File: config.mk
export PLATFORM = sky130hd
export DESIGN_NAME = dual_sync_length_deframer_core
export DESIGN_NICKNAME = d
export VERILOG_FILES = /design/src/design/dsld_pkg.sv /design/src/design/dsld_front.sv /design/src/design/dsld_queue.sv /design/src/design/dsld_back.sv /design/src/design/dual_sync_length_deframer_core.sv
export SDC_FILE = /design/constraint.sdc
export NUM_CORES = 1
export LEC_CHECK = 0
export ABC_AREA = 1
export BUFFER_PORTS_ARGS = -buffer_cell sky130_fd_sc_hd__buf_4
export CAP_MARGIN = 20
export CORE_MARGIN = 2
export CORE_UTILIZATION = 35
export CTS_BUF_LIST = sky130_fd_sc_hd__clkbuf_16
export DETAILED_ROUTE_END_ITERATION = 16
export PLACE_DENSITY = 0.47
export SYNTH_ARGS = -nofsm -noshare
export SYNTH_HDL_FRONTEND = slang
export SYNTH_SLANG_ARGS = --single-unit
File: constraint.sdc
create_clock -name clk -period 5.31 [get_ports clk]
set_input_delay 0.2655 -clock clk [delete_from_list [all_inputs] [get_ports clk]]
set_output_delay 0.2655 -clock clk [all_outputs]
set_load 0.02 [all_outputs]
File: src/design/dsld_pkg.sv
// ----------------------------------------------------------------------------
// dsld_pkg
// Shared types and constants for the dual sync length deframer.
// ----------------------------------------------------------------------------
package dsld_pkg;

	localparam int CFG_IDX_W = 3;

	localparam logic [CFG_IDX_W-1:0] REG_RAW_SYNC_FIRST   = 3'd0;
	localparam logic [CFG_IDX_W-1:0] REG_RAW_SYNC_SECOND  = 3'd1;
	localparam logic [CFG_IDX_W-1:0] REG_MESH_SYNC_FIRST  = 3'd2;
	localparam logic [CFG_IDX_W-1:0] REG_MESH_SYNC_SECOND = 3'd3;
	localparam logic [CFG_IDX_W-1:0] REG_DELIVERY_LIMIT   = 3'd4;

	localparam logic [7:0] DELIVERY_LIMIT_RST = 8'd154;

	localparam int QUEUE_DEPTH = 4;
	localparam int QUEUE_AW    = 2;

	typedef struct packed {
		logic [7:0] raw_sync_first;
		logic [7:0] raw_sync_second;
		logic [7:0] mesh_sync_first;
		logic [7:0] mesh_sync_second;
		logic [7:0] delivery_limit;
	} cfg_t;

	typedef struct packed {
		logic [7:0]  frame_byte;
		logic [7:0]  byte_position;
		logic        is_mesh_frame;
		logic        delivered;
		logic        end_of_frame;
		logic [15:0] source_node;
		logic        overflow_abort;
	} result_t;

	// pair: a sync-word lead result (position 0) goes out before res
	typedef struct packed {
		result_t    res;
		logic       pair;
		logic [7:0] lead_byte;
		logic       lead_delivered;
	} entry_t;

endpackage

File: src/design/dsld_front.sv
// ----------------------------------------------------------------------------
// dsld_front
// Sync hunt, frame tracking and result classification for each request.
// ----------------------------------------------------------------------------
module dsld_front #(
	parameter int MAX_PAYLOAD       = 128,
	parameter int RAW_HEADER_BYTES  = 14,
	parameter int MESH_HEADER_BYTES = 12,
	parameter int LENGTH_OFFSET     = 11,
	parameter int NODE_OFFSET       = 4
) (
	input  logic            clk,
	input  logic            arst_n,
	input  dsld_pkg::cfg_t  cfg,
	input  logic            accept,
	input  logic [7:0]      rx_byte,
	output logic            push,
	output dsld_pkg::entry_t entry
);

	localparam int CAPACITY = MAX_PAYLOAD + MESH_HEADER_BYTES + RAW_HEADER_BYTES;
	localparam int NW       = $clog2(MESH_HEADER_BYTES + RAW_HEADER_BYTES + 256);

	localparam logic [NW-1:0] CAP_N      = NW'(CAPACITY);
	localparam logic [NW-1:0] HDR_RAW    = NW'(RAW_HEADER_BYTES);
	localparam logic [NW-1:0] HDR_MESH   = NW'(MESH_HEADER_BYTES + RAW_HEADER_BYTES);
	localparam logic [NW-1:0] LEN_RAW    = NW'(LENGTH_OFFSET);
	localparam logic [NW-1:0] LEN_MESH   = NW'(MESH_HEADER_BYTES + LENGTH_OFFSET);
	localparam logic [NW-1:0] NODE_LO    = NW'(NODE_OFFSET);
	localparam logic [NW-1:0] NODE_HI    = NW'(NODE_OFFSET + 1);
	localparam logic [NW-1:0] POS_ONE    = NW'(1);
	localparam logic [NW-1:0] POS_TWO    = NW'(2);

	logic          in_frame_q, in_frame_n;
	logic [NW-1:0] pos_q, pos_n;
	logic [7:0]    first_q, first_n;
	logic          mesh_q, mesh_n;
	logic [NW-1:0] flen_q, flen_n;
	logic [15:0]   node_q, node_n;

	logic [NW-1:0] limit_n;
	logic [NW-1:0] hdr;
	logic [NW-1:0] len_pos;
	logic [NW-1:0] pos_inc;
	logic          done;
	logic          sync_mesh;
	logic          sync_raw;

	assign limit_n   = NW'(cfg.delivery_limit);
	assign hdr       = mesh_q ? HDR_MESH : HDR_RAW;
	assign len_pos   = mesh_q ? LEN_MESH : LEN_RAW;
	assign pos_inc   = pos_q + POS_ONE;
	assign sync_mesh = (first_q == cfg.mesh_sync_first) && (rx_byte == cfg.mesh_sync_second);
	assign sync_raw  = (first_q == cfg.raw_sync_first) && (rx_byte == cfg.raw_sync_second);

	always_comb begin
		in_frame_n = in_frame_q;
		pos_n      = pos_q;
		first_n    = first_q;
		mesh_n     = mesh_q;
		flen_n     = flen_q;
		node_n     = node_q;
		done       = 1'b0;
		push       = 1'b0;

		entry                    = '0;
		entry.res.frame_byte     = rx_byte;
		entry.res.byte_position  = pos_q[7:0];
		entry.res.is_mesh_frame  = mesh_q;
		entry.lead_byte          = first_q;

		priority if (!in_frame_q) begin
			if (pos_q == '0) begin
				if (rx_byte == cfg.mesh_sync_first || rx_byte == cfg.raw_sync_first) begin
					first_n = rx_byte;
					pos_n   = POS_ONE;
				end
			end else if (sync_mesh || sync_raw) begin
				mesh_n                  = (first_q == cfg.mesh_sync_first);
				in_frame_n              = 1'b1;
				flen_n                  = '0;
				node_n                  = '0;
				pos_n                   = POS_TWO;
				push                    = 1'b1;
				entry.pair              = 1'b1;
				entry.lead_delivered    = (cfg.delivery_limit != 8'd0);
				entry.res.byte_position = 8'd1;
				entry.res.is_mesh_frame = mesh_n;
				entry.res.delivered     = (POS_ONE < limit_n);
			end else begin
				pos_n = '0;
			end
		end else if (pos_q >= CAP_N) begin
			push                     = 1'b1;
			entry.res.overflow_abort = 1'b1;
			in_frame_n               = 1'b0;
			pos_n                    = '0;
			flen_n                   = '0;
		end else begin
			push  = 1'b1;
			pos_n = pos_inc;
			if (mesh_q && pos_q == NODE_LO) begin
				node_n[7:0] = rx_byte;
			end else if (mesh_q && pos_q == NODE_HI) begin
				node_n[15:8] = rx_byte;
			end
			if (pos_q == len_pos && flen_q == '0) begin
				flen_n = hdr + NW'(rx_byte);
			end
			done                   = (flen_n != '0) && (pos_inc >= hdr) && (pos_inc >= flen_n);
			entry.res.delivered    = (pos_q < limit_n);
			entry.res.end_of_frame = done;
			entry.res.source_node  = (done && mesh_q) ? node_n : 16'd0;
			if (done) begin
				in_frame_n = 1'b0;
				pos_n      = '0;
				flen_n     = '0;
			end
		end

		if (!accept) begin
			push = 1'b0;
		end
	end

	always_ff @(posedge clk or negedge arst_n) begin
		if (!arst_n) begin
			in_frame_q <= 1'b0;
			pos_q      <= '0;
			first_q    <= '0;
			mesh_q     <= 1'b0;
			flen_q     <= '0;
			node_q     <= '0;
		end else if (accept) begin
			in_frame_q <= in_frame_n;
			pos_q      <= pos_n;
			first_q    <= first_n;
			mesh_q     <= mesh_n;
			flen_q     <= flen_n;
			node_q     <= node_n;
		end
	end

endmodule

File: src/design/dsld_queue.sv
// ----------------------------------------------------------------------------
// dsld_queue
// Short entry queue between the classifier and the output stage.
// ----------------------------------------------------------------------------
module dsld_queue (
	input  logic             clk,
	input  logic             arst_n,
	input  logic             push,
	input  dsld_pkg::entry_t wr_entry,
	output logic             full,
	input  logic             pop,
	output logic             not_empty,
	output dsld_pkg::entry_t rd_entry
);

	localparam int CW = dsld_pkg::QUEUE_AW + 1;
	localparam logic [CW-1:0] DEPTH_C = CW'(dsld_pkg::QUEUE_DEPTH);

	dsld_pkg::entry_t              mem_q [dsld_pkg::QUEUE_DEPTH];
	logic [dsld_pkg::QUEUE_AW-1:0] wr_ptr_q;
	logic [dsld_pkg::QUEUE_AW-1:0] rd_ptr_q;
	logic [CW-1:0]                 count_q;

	assign full      = (count_q == DEPTH_C);
	assign not_empty = (count_q != '0);
	assign rd_entry  = mem_q[rd_ptr_q];

	always_ff @(posedge clk) begin
		if (push) begin
			mem_q[wr_ptr_q] <= wr_entry;
		end
	end

	always_ff @(posedge clk or negedge arst_n) begin
		if (!arst_n) begin
			wr_ptr_q <= '0;
			rd_ptr_q <= '0;
			count_q  <= '0;
		end else begin
			if (push) begin
				wr_ptr_q <= wr_ptr_q + 1'b1;
			end
			if (pop) begin
				rd_ptr_q <= rd_ptr_q + 1'b1;
			end
			unique case ({push, pop})
				2'b10:   count_q <= count_q + 1'b1;
				2'b01:   count_q <= count_q - 1'b1;
				default: count_q <= count_q;
			endcase
		end
	end

`ifndef SYNTH
	a_count_bound: assert property (@(posedge clk) disable iff (!arst_n)
		count_q <= DEPTH_C)
		else $error("queue count beyond depth");

	a_no_pop_empty: assert property (@(posedge clk) disable iff (!arst_n)
		pop |-> not_empty)
		else $error("queue pop while empty");

	a_no_push_full: assert property (@(posedge clk) disable iff (!arst_n)
		push |-> !full)
		else $error("queue push while full");

	a_count_track: assert property (@(posedge clk) disable iff (!arst_n)
		(push && !pop) |=> (count_q == $past(count_q) + 1'b1))
		else $error("queue count did not follow push");
`endif

endmodule

File: src/design/dsld_back.sv
// ----------------------------------------------------------------------------
// dsld_back
// Output stage: expands sync pairs into two results and holds the output
// register.
// ----------------------------------------------------------------------------
module dsld_back (
	input  logic             clk,
	input  logic             arst_n,
	input  logic             q_not_empty,
	input  dsld_pkg::entry_t q_entry,
	output logic             pop,
	output logic             out_valid,
	input  logic             out_ready,
	output dsld_pkg::result_t res
);

	logic              out_valid_q;
	dsld_pkg::result_t res_q;
	logic              lead_done_q;
	logic              can_load;
	logic              load_lead;
	dsld_pkg::result_t lead_res;

	assign can_load  = !out_valid_q || out_ready;
	assign load_lead = q_entry.pair && !lead_done_q;
	assign pop       = can_load && q_not_empty && !load_lead;

	always_comb begin
		lead_res               = '0;
		lead_res.frame_byte    = q_entry.lead_byte;
		lead_res.is_mesh_frame = q_entry.res.is_mesh_frame;
		lead_res.delivered     = q_entry.lead_delivered;
	end

	always_ff @(posedge clk) begin
		if (can_load && q_not_empty) begin
			res_q <= load_lead ? lead_res : q_entry.res;
		end
	end

	always_ff @(posedge clk or negedge arst_n) begin
		if (!arst_n) begin
			out_valid_q <= 1'b0;
			lead_done_q <= 1'b0;
		end else if (can_load) begin
			out_valid_q <= q_not_empty;
			if (q_not_empty) begin
				lead_done_q <= load_lead;
			end
		end
	end

	assign out_valid = out_valid_q;
	assign res       = res_q;

`ifndef SYNTH
	a_lead_then_pop: assert property (@(posedge clk) disable iff (!arst_n)
		lead_done_q |-> (q_not_empty && q_entry.pair))
		else $error("lead sent without its pair pending");

	a_lead_clean: assert property (@(posedge clk) disable iff (!arst_n)
		$rose(lead_done_q) |-> (out_valid_q && res_q.byte_position == 8'd0
			&& !res_q.end_of_frame && !res_q.overflow_abort))
		else $error("sync lead result malformed");

	a_hold_stall: assert property (@(posedge clk) disable iff (!arst_n)
		(out_valid_q && !out_ready) |=> (out_valid_q && $stable(res_q)))
		else $error("output changed while stalled");
`endif

endmodule

File: src/design/dual_sync_length_deframer_core.sv
// ----------------------------------------------------------------------------
// dual_sync_length_deframer_core
// Hunts for a raw or mesh two-byte sync word and streams frame bytes out
// with index, delivery flag, end mark, mesh source node and overflow abort.
//
// Takes one byte per cycle while the queue has room. Hunting bytes give no
// result; each in-frame byte gives one; the byte that completes a sync word
// gives two, lead first. Each result is written into the queue when its byte
// is accepted and then loaded into the output register. A four-entry queue
// sits between the classifier and the output register, so input is accepted
// whenever the queue has room and the output side stalls independently.
// Sustained output is one result per cycle while out_ready is high; the extra
// result of a sync pair is offset by the lead sync byte, which has no result,
// so input is throttled only when the queue fills behind a slow consumer.
// Configuration registers are written through cfg_wr_en/cfg_index/cfg_data
// by the user, who must do so only while idle; the block does not enforce it.
// ----------------------------------------------------------------------------
module dual_sync_length_deframer_core #(
	parameter int MAX_PAYLOAD       = 128,
	parameter int RAW_HEADER_BYTES  = 14,
	parameter int MESH_HEADER_BYTES = 12,
	parameter int LENGTH_OFFSET     = 11,
	parameter int NODE_OFFSET       = 4
) (
	input  logic                             clk,
	input  logic                             arst_n,
	input  logic                             cfg_wr_en,
	input  logic [dsld_pkg::CFG_IDX_W-1:0]   cfg_index,
	input  logic [7:0]                       cfg_data,
	input  logic                             in_valid,
	output logic                             in_ready,
	input  logic [7:0]                       rx_byte,
	output logic                             out_valid,
	input  logic                             out_ready,
	output logic [7:0]                       frame_byte,
	output logic [7:0]                       byte_position,
	output logic                             is_mesh_frame,
	output logic                             delivered,
	output logic                             end_of_frame,
	output logic [15:0]                      source_node,
	output logic                             overflow_abort
);

	dsld_pkg::cfg_t    cfg_q;
	dsld_pkg::entry_t  wr_entry;
	dsld_pkg::entry_t  rd_entry;
	dsld_pkg::result_t res;
	logic              accept;
	logic              push;
	logic              full;
	logic              pop;
	logic              not_empty;

	always_ff @(posedge clk or negedge arst_n) begin
		if (!arst_n) begin
			cfg_q.raw_sync_first   <= '0;
			cfg_q.raw_sync_second  <= '0;
			cfg_q.mesh_sync_first  <= '0;
			cfg_q.mesh_sync_second <= '0;
			cfg_q.delivery_limit   <= dsld_pkg::DELIVERY_LIMIT_RST;
		end else if (cfg_wr_en) begin
			unique case (cfg_index)
				dsld_pkg::REG_RAW_SYNC_FIRST:   cfg_q.raw_sync_first   <= cfg_data;
				dsld_pkg::REG_RAW_SYNC_SECOND:  cfg_q.raw_sync_second  <= cfg_data;
				dsld_pkg::REG_MESH_SYNC_FIRST:  cfg_q.mesh_sync_first  <= cfg_data;
				dsld_pkg::REG_MESH_SYNC_SECOND: cfg_q.mesh_sync_second <= cfg_data;
				dsld_pkg::REG_DELIVERY_LIMIT:   cfg_q.delivery_limit   <= cfg_data;
				default:                        cfg_q                  <= cfg_q;
			endcase
		end
	end

	assign in_ready = !full;
	assign accept   = in_valid && in_ready;

	dsld_front #(
		.MAX_PAYLOAD       (MAX_PAYLOAD),
		.RAW_HEADER_BYTES  (RAW_HEADER_BYTES),
		.MESH_HEADER_BYTES (MESH_HEADER_BYTES),
		.LENGTH_OFFSET     (LENGTH_OFFSET),
		.NODE_OFFSET       (NODE_OFFSET)
	) u_front (
		.clk     (clk),
		.arst_n  (arst_n),
		.cfg     (cfg_q),
		.accept  (accept),
		.rx_byte (rx_byte),
		.push    (push),
		.entry   (wr_entry)
	);

	dsld_queue u_queue (
		.clk       (clk),
		.arst_n    (arst_n),
		.push      (push),
		.wr_entry  (wr_entry),
		.full      (full),
		.pop       (pop),
		.not_empty (not_empty),
		.rd_entry  (rd_entry)
	);

	dsld_back u_back (
		.clk         (clk),
		.arst_n      (arst_n),
		.q_not_empty (not_empty),
		.q_entry     (rd_entry),
		.pop         (pop),
		.out_valid   (out_valid),
		.out_ready   (out_ready),
		.res         (res)
	);

	assign frame_byte     = res.frame_byte;
	assign byte_position  = res.byte_position;
	assign is_mesh_frame  = res.is_mesh_frame;
	assign delivered      = res.delivered;
	assign end_of_frame   = res.end_of_frame;
	assign source_node    = res.source_node;
	assign overflow_abort = res.overflow_abort;

endmodule

==> results of run 1 <==
==> kinds of logic (layout without fill, tap and decap cells) <==
logic type / count (synthesis) / count (layout) / share of synthesized area, %
buffers and inverters: 185 / 269 / 5.22
and+or+nand+nor: 479 / 479 / 14.5
adders and majority gates: 31 / 31 / 2.84
DFF: 313 / 313 / 63.1
xor gates and xnor gates: 53 / 53 / 3.28
AOI/OAI and AO/OA: 276 / 276 / 11.1
==> worst max-delay path: stages, from the launching register on <==
cell,delay (ps)
dfrtp_1,570
inv_1,200
ha_1,310
nand2_1,80
nand2_1,70
nand2_1,80
nand2_1,70
nand2_1,60
nand2_1,60
o21bai_2,170
inv_1,60
ha_1,310
nand2_1,60
nor2_1,130
nand2_1,70
o211ai_1,160
nor2_1,70
a21oi_2,260
nand4_4,390
nor2_1,350
==> what timing repair did <==
item	CTS	global route
setup buffers	0	0
endpoints found under the hold margin	42	0
hold buffers	2	0
gates resized for setup	0	0
==> cell usage in the layout, fill, tap and decap left out, types with 5 or more instances in the layout <==
master     count
nand3_1       29
o22ai_1       37
edfxtp_1     220
o22ai_2        6
xnor2_1       29
xor2_1        24
nor2_4         6
a21oi_1       20
o21ai_2        5
clkbuf_16     38
inv_1        127
buf_4         74
nor2_2        12
inv_2          9
nand2_1      196
dfrtp_1       88
clkinv_2      10
or2_2          6
nand4_1       17
nand2_2        7
a31oi_1        9
o211ai_1       9
ha_1          29
nor2_1       184
nor3_1         6
o21ai_0      178
==> state kept, by name (all words and copies together), names as in the netlist <==
| name | count |
|---|---|
| u_queue.mem_q | 184 |
| cfg_q | 40 |
| u_back.res | 36 |
| u_front.node_q | 16 |
| u_front.flen_q | 9 |
| u_front.pos_q | 9 |
| u_front.first_q | 8 |
| u_queue.count_q | 3 |
| u_queue.rd_ptr_q | 2 |
| u_queue.wr_ptr_q | 2 |
| u_back.lead_done_q | 1 |
| u_back.out_valid | 1 |
| u_front.in_frame_q | 1 |
| u_front.mesh_q | 1 |
==> power by group <==
part | switching, mW | leakage (nW) | total, mW | internal, mW
Sequential | 0.324 | 3.26 | 3.79 | 3.46
Combinational | 2.37 | 2.83 | 3.50 | 1.13
Clock | 1.00 | 0.598 | 2.35 | 1.35
==> path summary, 6_finish.rpt <==
check                      depth (start not counted)                    to  slack, ps                from
hold / removal                                     1  u_queue.mem_q[3][40]         70          rx_byte[2]
hold reg to reg                                    1    u_queue.count_q[0]        480  u_queue.count_q[0]
min in group asynchronous                          2      u_front.pos_q[5]        290              arst_n
setup / recovery                                  19  u_queue.mem_q[0][25]       1570      u_front.mesh_q
setup reg to reg                                  19  u_queue.mem_q[0][25]       1570      u_front.mesh_q
max in group asynchronous                          3    u_front.first_q[5]       3930              arst_n
==> cell type report <==
class | instances | area, sq um | area share [%]
flip-flops and latches | 313 | 8940 | 54.8
well taps | 525 | 657 | 4.02
inverters | 125 | 469 | 2.87
multi-input cells | 839 | 4540 | 27.8
clock inverters | 28 | 161 | 0.989
clock buffers | 38 | 951 | 5.83
repair buffers | 78 | 607 | 3.72
==> stage by stage <==
step | utilization, % | hold WS (ps) | setup WS, ps | power (mW)
CTS | 41.0 | 44.8 | 1570 | 9.77
finish | 41.0 | 68.8 | 1570 | 9.64
global placement | 38.1 | 322 | 1690 | 7.38
global route | 41.0 | 49.0 | 1180 | 10.3
detailed placement | 38.1 | 326 | 1580 | 7.39
floorplan | - | -30.1 | 1120 | 6.19
==> layer usage <==
metal	routed length, microns	part of all wire (%)
met3	1310	3.6
met1	17900	49
met2	16600	45
met5	0	0
met4	749	2.0
==> summary.txt, run 1 <==
Run status
  – Outcome: finished, final reports clean

Yosys
  – Yosys top cell area share: 46.6%
  – Cell taking the most area after synthesis: edfxtp_1
  – Synth area leaders: edfxtp_1 47%, dfrtp_1 16%, o21ai_0 6.3%
  – Top-count cell post-synth: edfxtp_1
  – Commonest cells in the netlist: 220 x edfxtp_1, 196 x nand2_1, 188 x nor2_1, 178 x o21ai_0, 116 x inv_1
  – Post-synthesis sequential area ratio: 63.1%
  – Post-synth EDFFs: 220
  – Top FF cell, synth: edfxtp_1
  – Yosys warns: 0
  – Post-Syn Area: 14200 sq um
  – Synth Instances: 1337
  – Ys async rst share: 29.7%
  – Syn avg cell area: 10.6 sq um
  – Synth cell types: 47
  – Yosys reg bits: 313
  – Syn nets: 1392

Global route
  – Largest net degree at the start of global routing: 79
  – Antenna violations before repair: 1
  – First-pass GRT wire length: 56.2 mm
  – GRT overflow: 0
  – Vias in the first global route: 9167
  – Most used routing layer: met2
  – Met3 GRT Util: 2.96%
  – Met2 Track Usage GR: 28.1%
  – Grt met1 use: 25.6%
  – Total track usage: 17.8%

Timing
  – Worst Skew: 21.1 ps
  – RSZ-0062 raised after global routing: no
  – Slew HR: 35.4%
  – Post-Route Setup TNS: 0 ps
  – Slew @ Worst Pin: 968 ps
  – Hold Vio Cnt, Final: 0
  – Max-slew violations: 0
  – Final setup fails: 0
  – F_max: 267 MHz
  – Tmin final: 3740 ps
  – Crit share post-route: 70.4%

Floorplan
  – # rows: 73
  – Die Span Y: 205 microns
  – Io pins: 62
  – Core Footprint: 39800 sq um
  – DIE AREA: 42100 sq um
  – Die width: 205 microns
  – Initial core utilization: 35.6%

Route
  – Drt drc: 0
  – DR iter-0 viols: 618
  – Vias: 9518
  – Post-DRT Antenna Nets: 0
  – Final wirelength: 36.5 mm
  – Pre-antenna DRT Iters: 5
  – DR vias/cell: 4.89
  – Average wire per standard cell: 18.8 microns

CTS
  – CTS Sinks: 313
  – Skew-Pair Late Insertion Delay: 550 ps
  – CTS Buf Count: 37
  – Clock Path Buffers: 3
  – H-Tree Depth: 2
  – Root Driver: clkbuf_16
  – CTS tree: built
  – Clk pin slew, worst setup/hold paths: 60 ps

Setup path
  – Crit path DAT: 4080 ps
  – CP Max Fanout: 16
  – Startpoint Class: flop
  – Critical path type: reg2reg
  – Setup crit end kind: flop
  – Worst Path Required: 5660 ps

Place
  – Placed cell area: 15200 sq um
  – DP HPWL: 23.2 mm
  – Port bufs: 61
  – Routability cong.: 0.841
  – Dpl cells: 1877

Power and ir drop
  – Max IR drop VDD: 0.000276 V
  – Power per standard cell area: 590 nW/um^2
  – Lkg Pwr: 6.68 nW

Finish
  – Final std cells w/o fill: 1946
  – Area Overhead vs Synth: 15.2%
  – Filler Cells Inserted: 3942
  – Final net count: 1449
  – Fraction of layout cells with a size suffix above 1: 13.9%
  – Cell area after layout: 16300 sq um
  – N_diodes: 0

Hold path
  – Path type of the worst min-delay path: in2reg

Run
  – Max-cap viol count: 0
Note: power is estimated with default switching activity, not from simulation.
==> run 2: changes to the inputs <==
--- a/config.mk
+++ b/config.mk
@@ -5,7 +5,7 @@
 export SDC_FILE = /design/constraint.sdc
 export NUM_CORES = 1
 export LEC_CHECK = 0
-export ABC_AREA = 1
+export ABC_AREA = 0
 export BUFFER_PORTS_ARGS = -buffer_cell sky130_fd_sc_hd__buf_4
 export CAP_MARGIN = 20
 export CORE_MARGIN = 2
==> constraint.sdc (replaced) <==
create_clock -name clk -period 3.7 [get_ports clk]
set_input_delay 0.185 -clock clk [delete_from_list [all_inputs] [get_ports clk]]
set_output_delay 0.185 -clock clk [all_outputs]
set_load 0.02 [all_outputs]
==> run 2 against run 1 <==
Compared with the run above: global-route usage decreased by 1.5 points; wire length decreased by 11%; first-iteration DRC count decreased by 9.2%; sequential cell count unchanged; core utilization increased by 1.8 points; sequential power increased by 38%.
==> summary.txt, run 2 <==
Finish
  – Final core occ: 42.8%
  – Fraction of layout cells with a size suffix above 1: 28.1%
  – Most frequent cells in the layout: 220 x edfxtp_1, 110 x buf_4, 87 x dfrtp_1, 72 x nand2_1, 48 x mux2_2
  – Final net count: 1109
  – Commonest non-fill, non-tap cell in the layout: edfxtp_1
  – N_diodes: 0
  – Area Overhead vs Synth: 20.0%
  – Largest register FFs: 184
  – Final std cells w/o fill: 1599
  – Top reg by flops: u_queue.mem_q

Floorplan
  – Io pins: 62
  – Initial core utilization: 35.7%
  – # rows: 72
  – Die Span Y: 203 microns
  – DIE AREA: 41200 sq um
  – Core Footprint: 38800 sq um
  – Die width: 203 microns

Setup path
  – Critical Path, Cell by Cell: inv_1, ha_1, a211oi_4, o211ai_1, a311oi_2, nor2_1, ha_1, nand2_1, nor3_1, o21ai_1, nor4_2, nand2_1, buf_12, a21oi_2
  – Worst Path Required: 4050 ps
  – CP peak stage delay: 420 ps
  – Setup crit end kind: flop
  – Worst path buffer plus inverter count: 2
  – Slowest CP cell: dfrtp_1
  – CP Max Fanout: 16
  – Critical path type: reg2reg
  – Startpoint Class: flop
  – CP delay by family, top: compound AO/OA/AOI/OAI gates
  – Crit path DAT: 3750 ps

CTS
  – Clk pin slew, worst setup/hold paths: 60 ps
  – H-Tree Depth: 2
  – CTS Sinks: 313
  – CTS tree: built
  – CTS Buf Count: 35
  – Skew-Pair Late Insertion Delay: 530 ps
  – Clock Path Buffers: 3
  – Root Driver: clkbuf_16

Route
  – DR vias/cell: 4.95
  – Average wire per standard cell: 20.3 microns
  – Vias: 7912
  – Pre-antenna DRT Iters: 5
  – DR iter-0 viols: 561
  – Drt drc: 0
  – Final wirelength: 32.4 mm
  – Post-DRT Antenna Nets: 0

Yosys
  – Yosys reg bits: 313
  – Synth area leaders: edfxtp_1 48%, dfrtp_1 16%, mux4_2 7.5%
  – Yosys warns: 0
  – Syn avg cell area: 14.8 sq um
  – Synth cell types: 64
  – Syn nets: 988
  – Top-count cell post-synth: edfxtp_1
  – Post-synth EDFFs: 220
  – Post-synthesis sequential area ratio: 64.6%
  – Post-Syn Area: 13800 sq um
  – Yosys top cell area share: 47.7%
  – Commonest cells in the netlist: 220 x edfxtp_1, 89 x dfrtp_1, 72 x nand2_1, 48 x mux2_2, 46 x mux4_2
  – Synth Instances: 933
  – Top FF cell, synth: edfxtp_1
  – Ys async rst share: 29.7%
  – Cell taking the most area after synthesis: edfxtp_1

Timing
  – Setup ws final: 300 ps
  – Tmin final: 3400 ps
  – RSZ-0062 raised after global routing: no
  – Worst Skew: 19.0 ps
  – Max-slew violations: 0
  – Slew HR: 35.3%
  – Final setup fails: 0
  – Hold Vio Cnt, Final: 0
  – Crit share post-route: 91.9%
  – Slew @ Worst Pin: 970 ps
  – F_max: 294 MHz

Power and ir drop
  – Max IR drop VDD: 0.000388 V
  – Lkg Pwr: 6.31 nW
  – Power per standard cell area: 765 nW/um^2

Global route
  – First-pass GRT wire length: 50.8 mm
  – Antenna violations before repair: 0
  – Largest net degree at the start of global routing: 69
  – GRT overflow: 0
  – Total track usage: 16.3%
  – Vias in the first global route: 8313

Place
  – Dpl cells: 1525
  – Routability cong.: 0.838
  – Port bufs: 61
  – Pre-CTS setup slack: 146 ps
  – DP HPWL: 21.7 mm

Run
  – Max-cap viol count: 0

Run status
  – Outcome: finished, final reports clean

Hold path
  – Path type of the worst min-delay path: in2reg
[run 2: final cells by class]
class / instances / area [sq um]
Fill cell: 3537 / 22200
Sequential cell: 313 / 8940
Multi-Input combinational cell: 544 / 4690
Timing Repair Buffer: 129 / 1110
Clock buffer: 36 / 901
Tap cell: 518 / 648
Clock inverter: 28 / 213
Inverter: 31 / 116
[run 2: what timing repair did]
action | CTS | global route
hold endpoints to repair | 107 | 0
setup endpoints to repair | 0 | 65
hold buffers | 10 | 0
resized for setup | 0 | 17
buffers inserted | 0 | 0
[run 2: cell families (layout without fill, tap and decap cells)]
logic type	count (synthesis)	in the layout	synth area share, %
flip-flops	313	313	64.6
AND/OR/NAND/NOR	231	231	8.57
multiplexers	102	102	12.0
XOR/XNOR	66	66	4.17
buffers and inverters	76	224	2.28
adder cells (fa/ha/maj)	31	31	2.91
AO/OA/AOI/OAI	114	114	5.56
[run 2: worst reg2reg max path, stage by stage, from the launching register on]
cell,delay [ps]
dfrtp_1,420
inv_1,90
ha_1,310
a211oi_4,310
o211ai_1,170
a311oi_2,270
nor2_1,80
ha_1,300
nand2_1,60
nor3_1,190
o21ai_1,140
nor4_2,340
nand2_1,140
buf_12,180
a21oi_2,220
[run 2: where the power goes]
part,switching (mW),internal (mW)
Combinational,2.27,1.85
Clock,1.38,1.98
Sequential,0.351,4.88
[run 2: metal layers]
metal / part of all wire [%] / up-vias / track usage, %
li1: - / 3723 / -
met2: 45 / 135 / 25.3
met3: 3.4 / 47 / 2.46
met1: 49 / 4007 / 23.6
met5: 0 / - / 0
met4: 2.6 / 0 / 5.21
[run 2: final timing paths]
kind,startpoint,slack [ps],end,cells after the start
worst max-delay path,u_front.mesh_q,300,u_queue.mem_q[0][12],14
max in group asynchronous,arst_n,2370,cfg_q[4],3
worst min register to register,u_front.node_q[1],490,u_front.node_q[1],2
worst min-delay path,rx_byte[2],50,u_front.node_q[10],3
min in group asynchronous,arst_n,350,cfg_q[32],2
worst max register to register,u_front.mesh_q,300,u_queue.mem_q[0][12],14
[run 2: metrics by stage]
stage | instance area (sq um) | TNS (ps) | hold WS, ps | power, mW
final | 16600 | 0 | 47.7 | 12.7
after global routing | 16600 | 0 | 59.7 | 13.5
after CTS | 16600 | 0 | 27.5 | 12.9
after detailed placement | 15400 | 0 | 391 | 9.46
after global placement | 15400 | 0 | 395 | 9.45
after floorplan | 13800 | -32330 | -111 | 7.96
==> run 3: changes to the inputs <==
--- a/config.mk
+++ b/config.mk
@@ -5,7 +5,7 @@
 export SDC_FILE = /design/constraint.sdc
 export NUM_CORES = 1
 export LEC_CHECK = 0
-export ABC_AREA = 0
+export ABC_AREA = 1
 export BUFFER_PORTS_ARGS = -buffer_cell sky130_fd_sc_hd__buf_4
 export CAP_MARGIN = 20
 export CORE_MARGIN = 2
==> run 3 against run 2 <==
Compared with the run above: via count rose by 22%; clock power fell by 3%; largest cell class unchanged; global-route usage rose by 1.5 points.
==> summary.txt, run 3 (synthesized netlist as in run 1, its figures left out) <==
Run status
  – Outcome: finished, final reports clean

Route
  – DR iter-0 viols: 592
  – Post-DRT Antenna Nets: 0
  – Pre-antenna DRT Iters: 7
  – Vias: 9658
  – Drt drc: 0
  – Average wire per standard cell: 18.6 microns
  – Final wirelength: 36.5 mm
  – DR vias/cell: 4.94

CTS
  – CTS Buf Count: 36
  – H-Tree Depth: 2
  – Clk pin slew, worst setup/hold paths: 50 ps
  – Skew-Pair Late Insertion Delay: 520 ps
  – Post-CTS Setup Bufs: 0
  – Clock Path Buffers: 3
  – Root Driver: clkbuf_16
  – CTS tree: built
  – CTS Sinks: 313

Finish
  – Filler Cells Inserted: 3882
  – Final std cells w/o fill: 1956
  – Final net count: 1458
  – Area Overhead vs Synth: 15.9%
  – Largest register FFs: 184
  – Fraction of layout cells with a size suffix above 1: 14.4%
  – N_diodes: 0
  – Commonest non-fill, non-tap cell in the layout: edfxtp_1
  – Final core occ: 41.3%
  – Top reg by flops: u_queue.mem_q
  – Most frequent cells in the layout: 220 x edfxtp_1, 196 x nand2_1, 180 x nor2_1, 178 x o21ai_0, 133 x inv_1

Power and ir drop
  – Lkg Pwr: 6.74 nW
  – Power per standard cell area: 839 nW/um^2
  – Total power: 13.8 mW
  – Max IR drop VDD: 0.000313 V

Place
  – Dpl cells: 1888
  – Routability cong.: 0.876
  – DP HPWL: 22.9 mm
  – Port bufs: 61

Setup path
  – Critical path type: reg2reg
  – Setup crit end kind: flop
  – FF-to-FF setup slack: 360 ps
  – Reg2reg end: u_queue.mem_q[2][15]
  – Worst r2r path cells: 18
  – R2r startpoint: u_front.pos_q[1]
  – Worst Path Required: 4030 ps
  – Startpoint Class: flop
  – CP Max Fanout: 16
  – Crit path DAT: 3670 ps

Timing
  – Max-slew violations: 0
  – Crit share post-route: 90.2%
  – Hold slack: 19.4 ps
  – Final setup fails: 0
  – Worst Skew: 16.6 ps
  – F_max: 300 MHz
  – Tmin final: 3340 ps
  – RSZ-0062 raised after global routing: no
  – Hold Vio Cnt, Final: 0
  – Slew HR: 40.9%
  – Slew @ Worst Pin: 887 ps

Global route
  – Total track usage: 17.8%
  – Largest net degree at the start of global routing: 81
  – Vias in the first global route: 9402
  – First-pass GRT wire length: 56.6 mm
  – Antenna violations before repair: 0
  – GRT overflow: 0

Floorplan
  – Io pins: 62
  – Die width: 205 microns
  – Initial core utilization: 35.6%
  – Die Span Y: 205 microns
  – DIE AREA: 42100 sq um
  – Core Footprint: 39800 sq um
  – # rows: 73

Hold path
  – Path type of the worst min-delay path: in2reg
  – WHS Endpoint: cfg_q[39]
  – Hold path start: cfg_data[7]
  – Min-Delay Path Depth: 3

Run
  – Max-cap viol count: 0
==> run 3: stage by stage <==
stage | setup slack [ps] | area, sq um | setup TNS (ps)
CTS | 332 | 16400 | 0
global route | 9.94 | 16400 | 0
finish | 363 | 16400 | 0
detailed placement | 364 | 15300 | 0
floorplan | -50.9 | 14200 | -9370
global placement | 446 | 15300 | 0
==> run 3: final cells by class <==
type | instances | area [sq um] | share of cell area (%)
Sequential cell | 313 | 8940 | 54.4
Multi-Input combinational cell | 839 | 4550 | 27.7
Clock buffer | 37 | 926 | 5.64
Timing Repair Buffer | 88 | 728 | 4.43
Tap cell | 525 | 657 | 4.00
Inverter | 125 | 469 | 2.86
Clock inverter | 29 | 158 | 0.960
==> run 3: power breakdown <==
group | switching, mW | internal (mW)
sequential | 0.415 | 4.97
clock | 1.38 | 1.88
combinational | 3.45 | 1.68
total | 5.25 | 8.53
==> run 3: timing repair <==
item	4_1_cts	5_1_grt
hold buffers	2	0
hold endpoints to repair	25	0
setup endpoints to repair	0	36
gates resized for setup	0	5
==> run 3: worst max-delay path by stage <==
stage / cells after the start / start / slack (ps) / to
floorplan: 9 / u_front.first_q[5] / -50 / u_queue.mem_q[0][0]
global placement: 18 / u_front.pos_q[1] / 450 / u_queue.mem_q[0][14]
detailed placement: 18 / u_front.pos_q[1] / 360 / u_queue.mem_q[1][24]
CTS: 18 / u_front.pos_q[1] / 330 / u_queue.mem_q[0][24]
global route: 18 / u_front.pos_q[1] / 10 / u_queue.mem_q[0][26]
finish: 18 / u_front.pos_q[1] / 360 / u_queue.mem_q[2][15]
==> run 3: worst max-delay path, cell delays in order (launching register included) <==
cell	delay, ps
dfrtp_1	450
ha_2	260
inv_1	60
nor2_1	90
nand2_1	100
nor2_1	190
nand3_2	150
o21bai_2	220
inv_1	70
ha_1	310
nand2_1	60
nor2_1	140
nand2_1	70
o211ai_1	150
nor2_1	70
a21oi_2	230
nand4_4	140
buf_12	180
nor2_1	210
==> run 3: per-layer routing <==
layer  GRT usage [%]  up-vias  part of all wire (%)
met5               0        -                     0
met4            4.73        0                   2.0
met1            26.0     4698                    49
met2            27.8      209                    45
met3            2.57       56                   4.0
li1                -     4695                     -
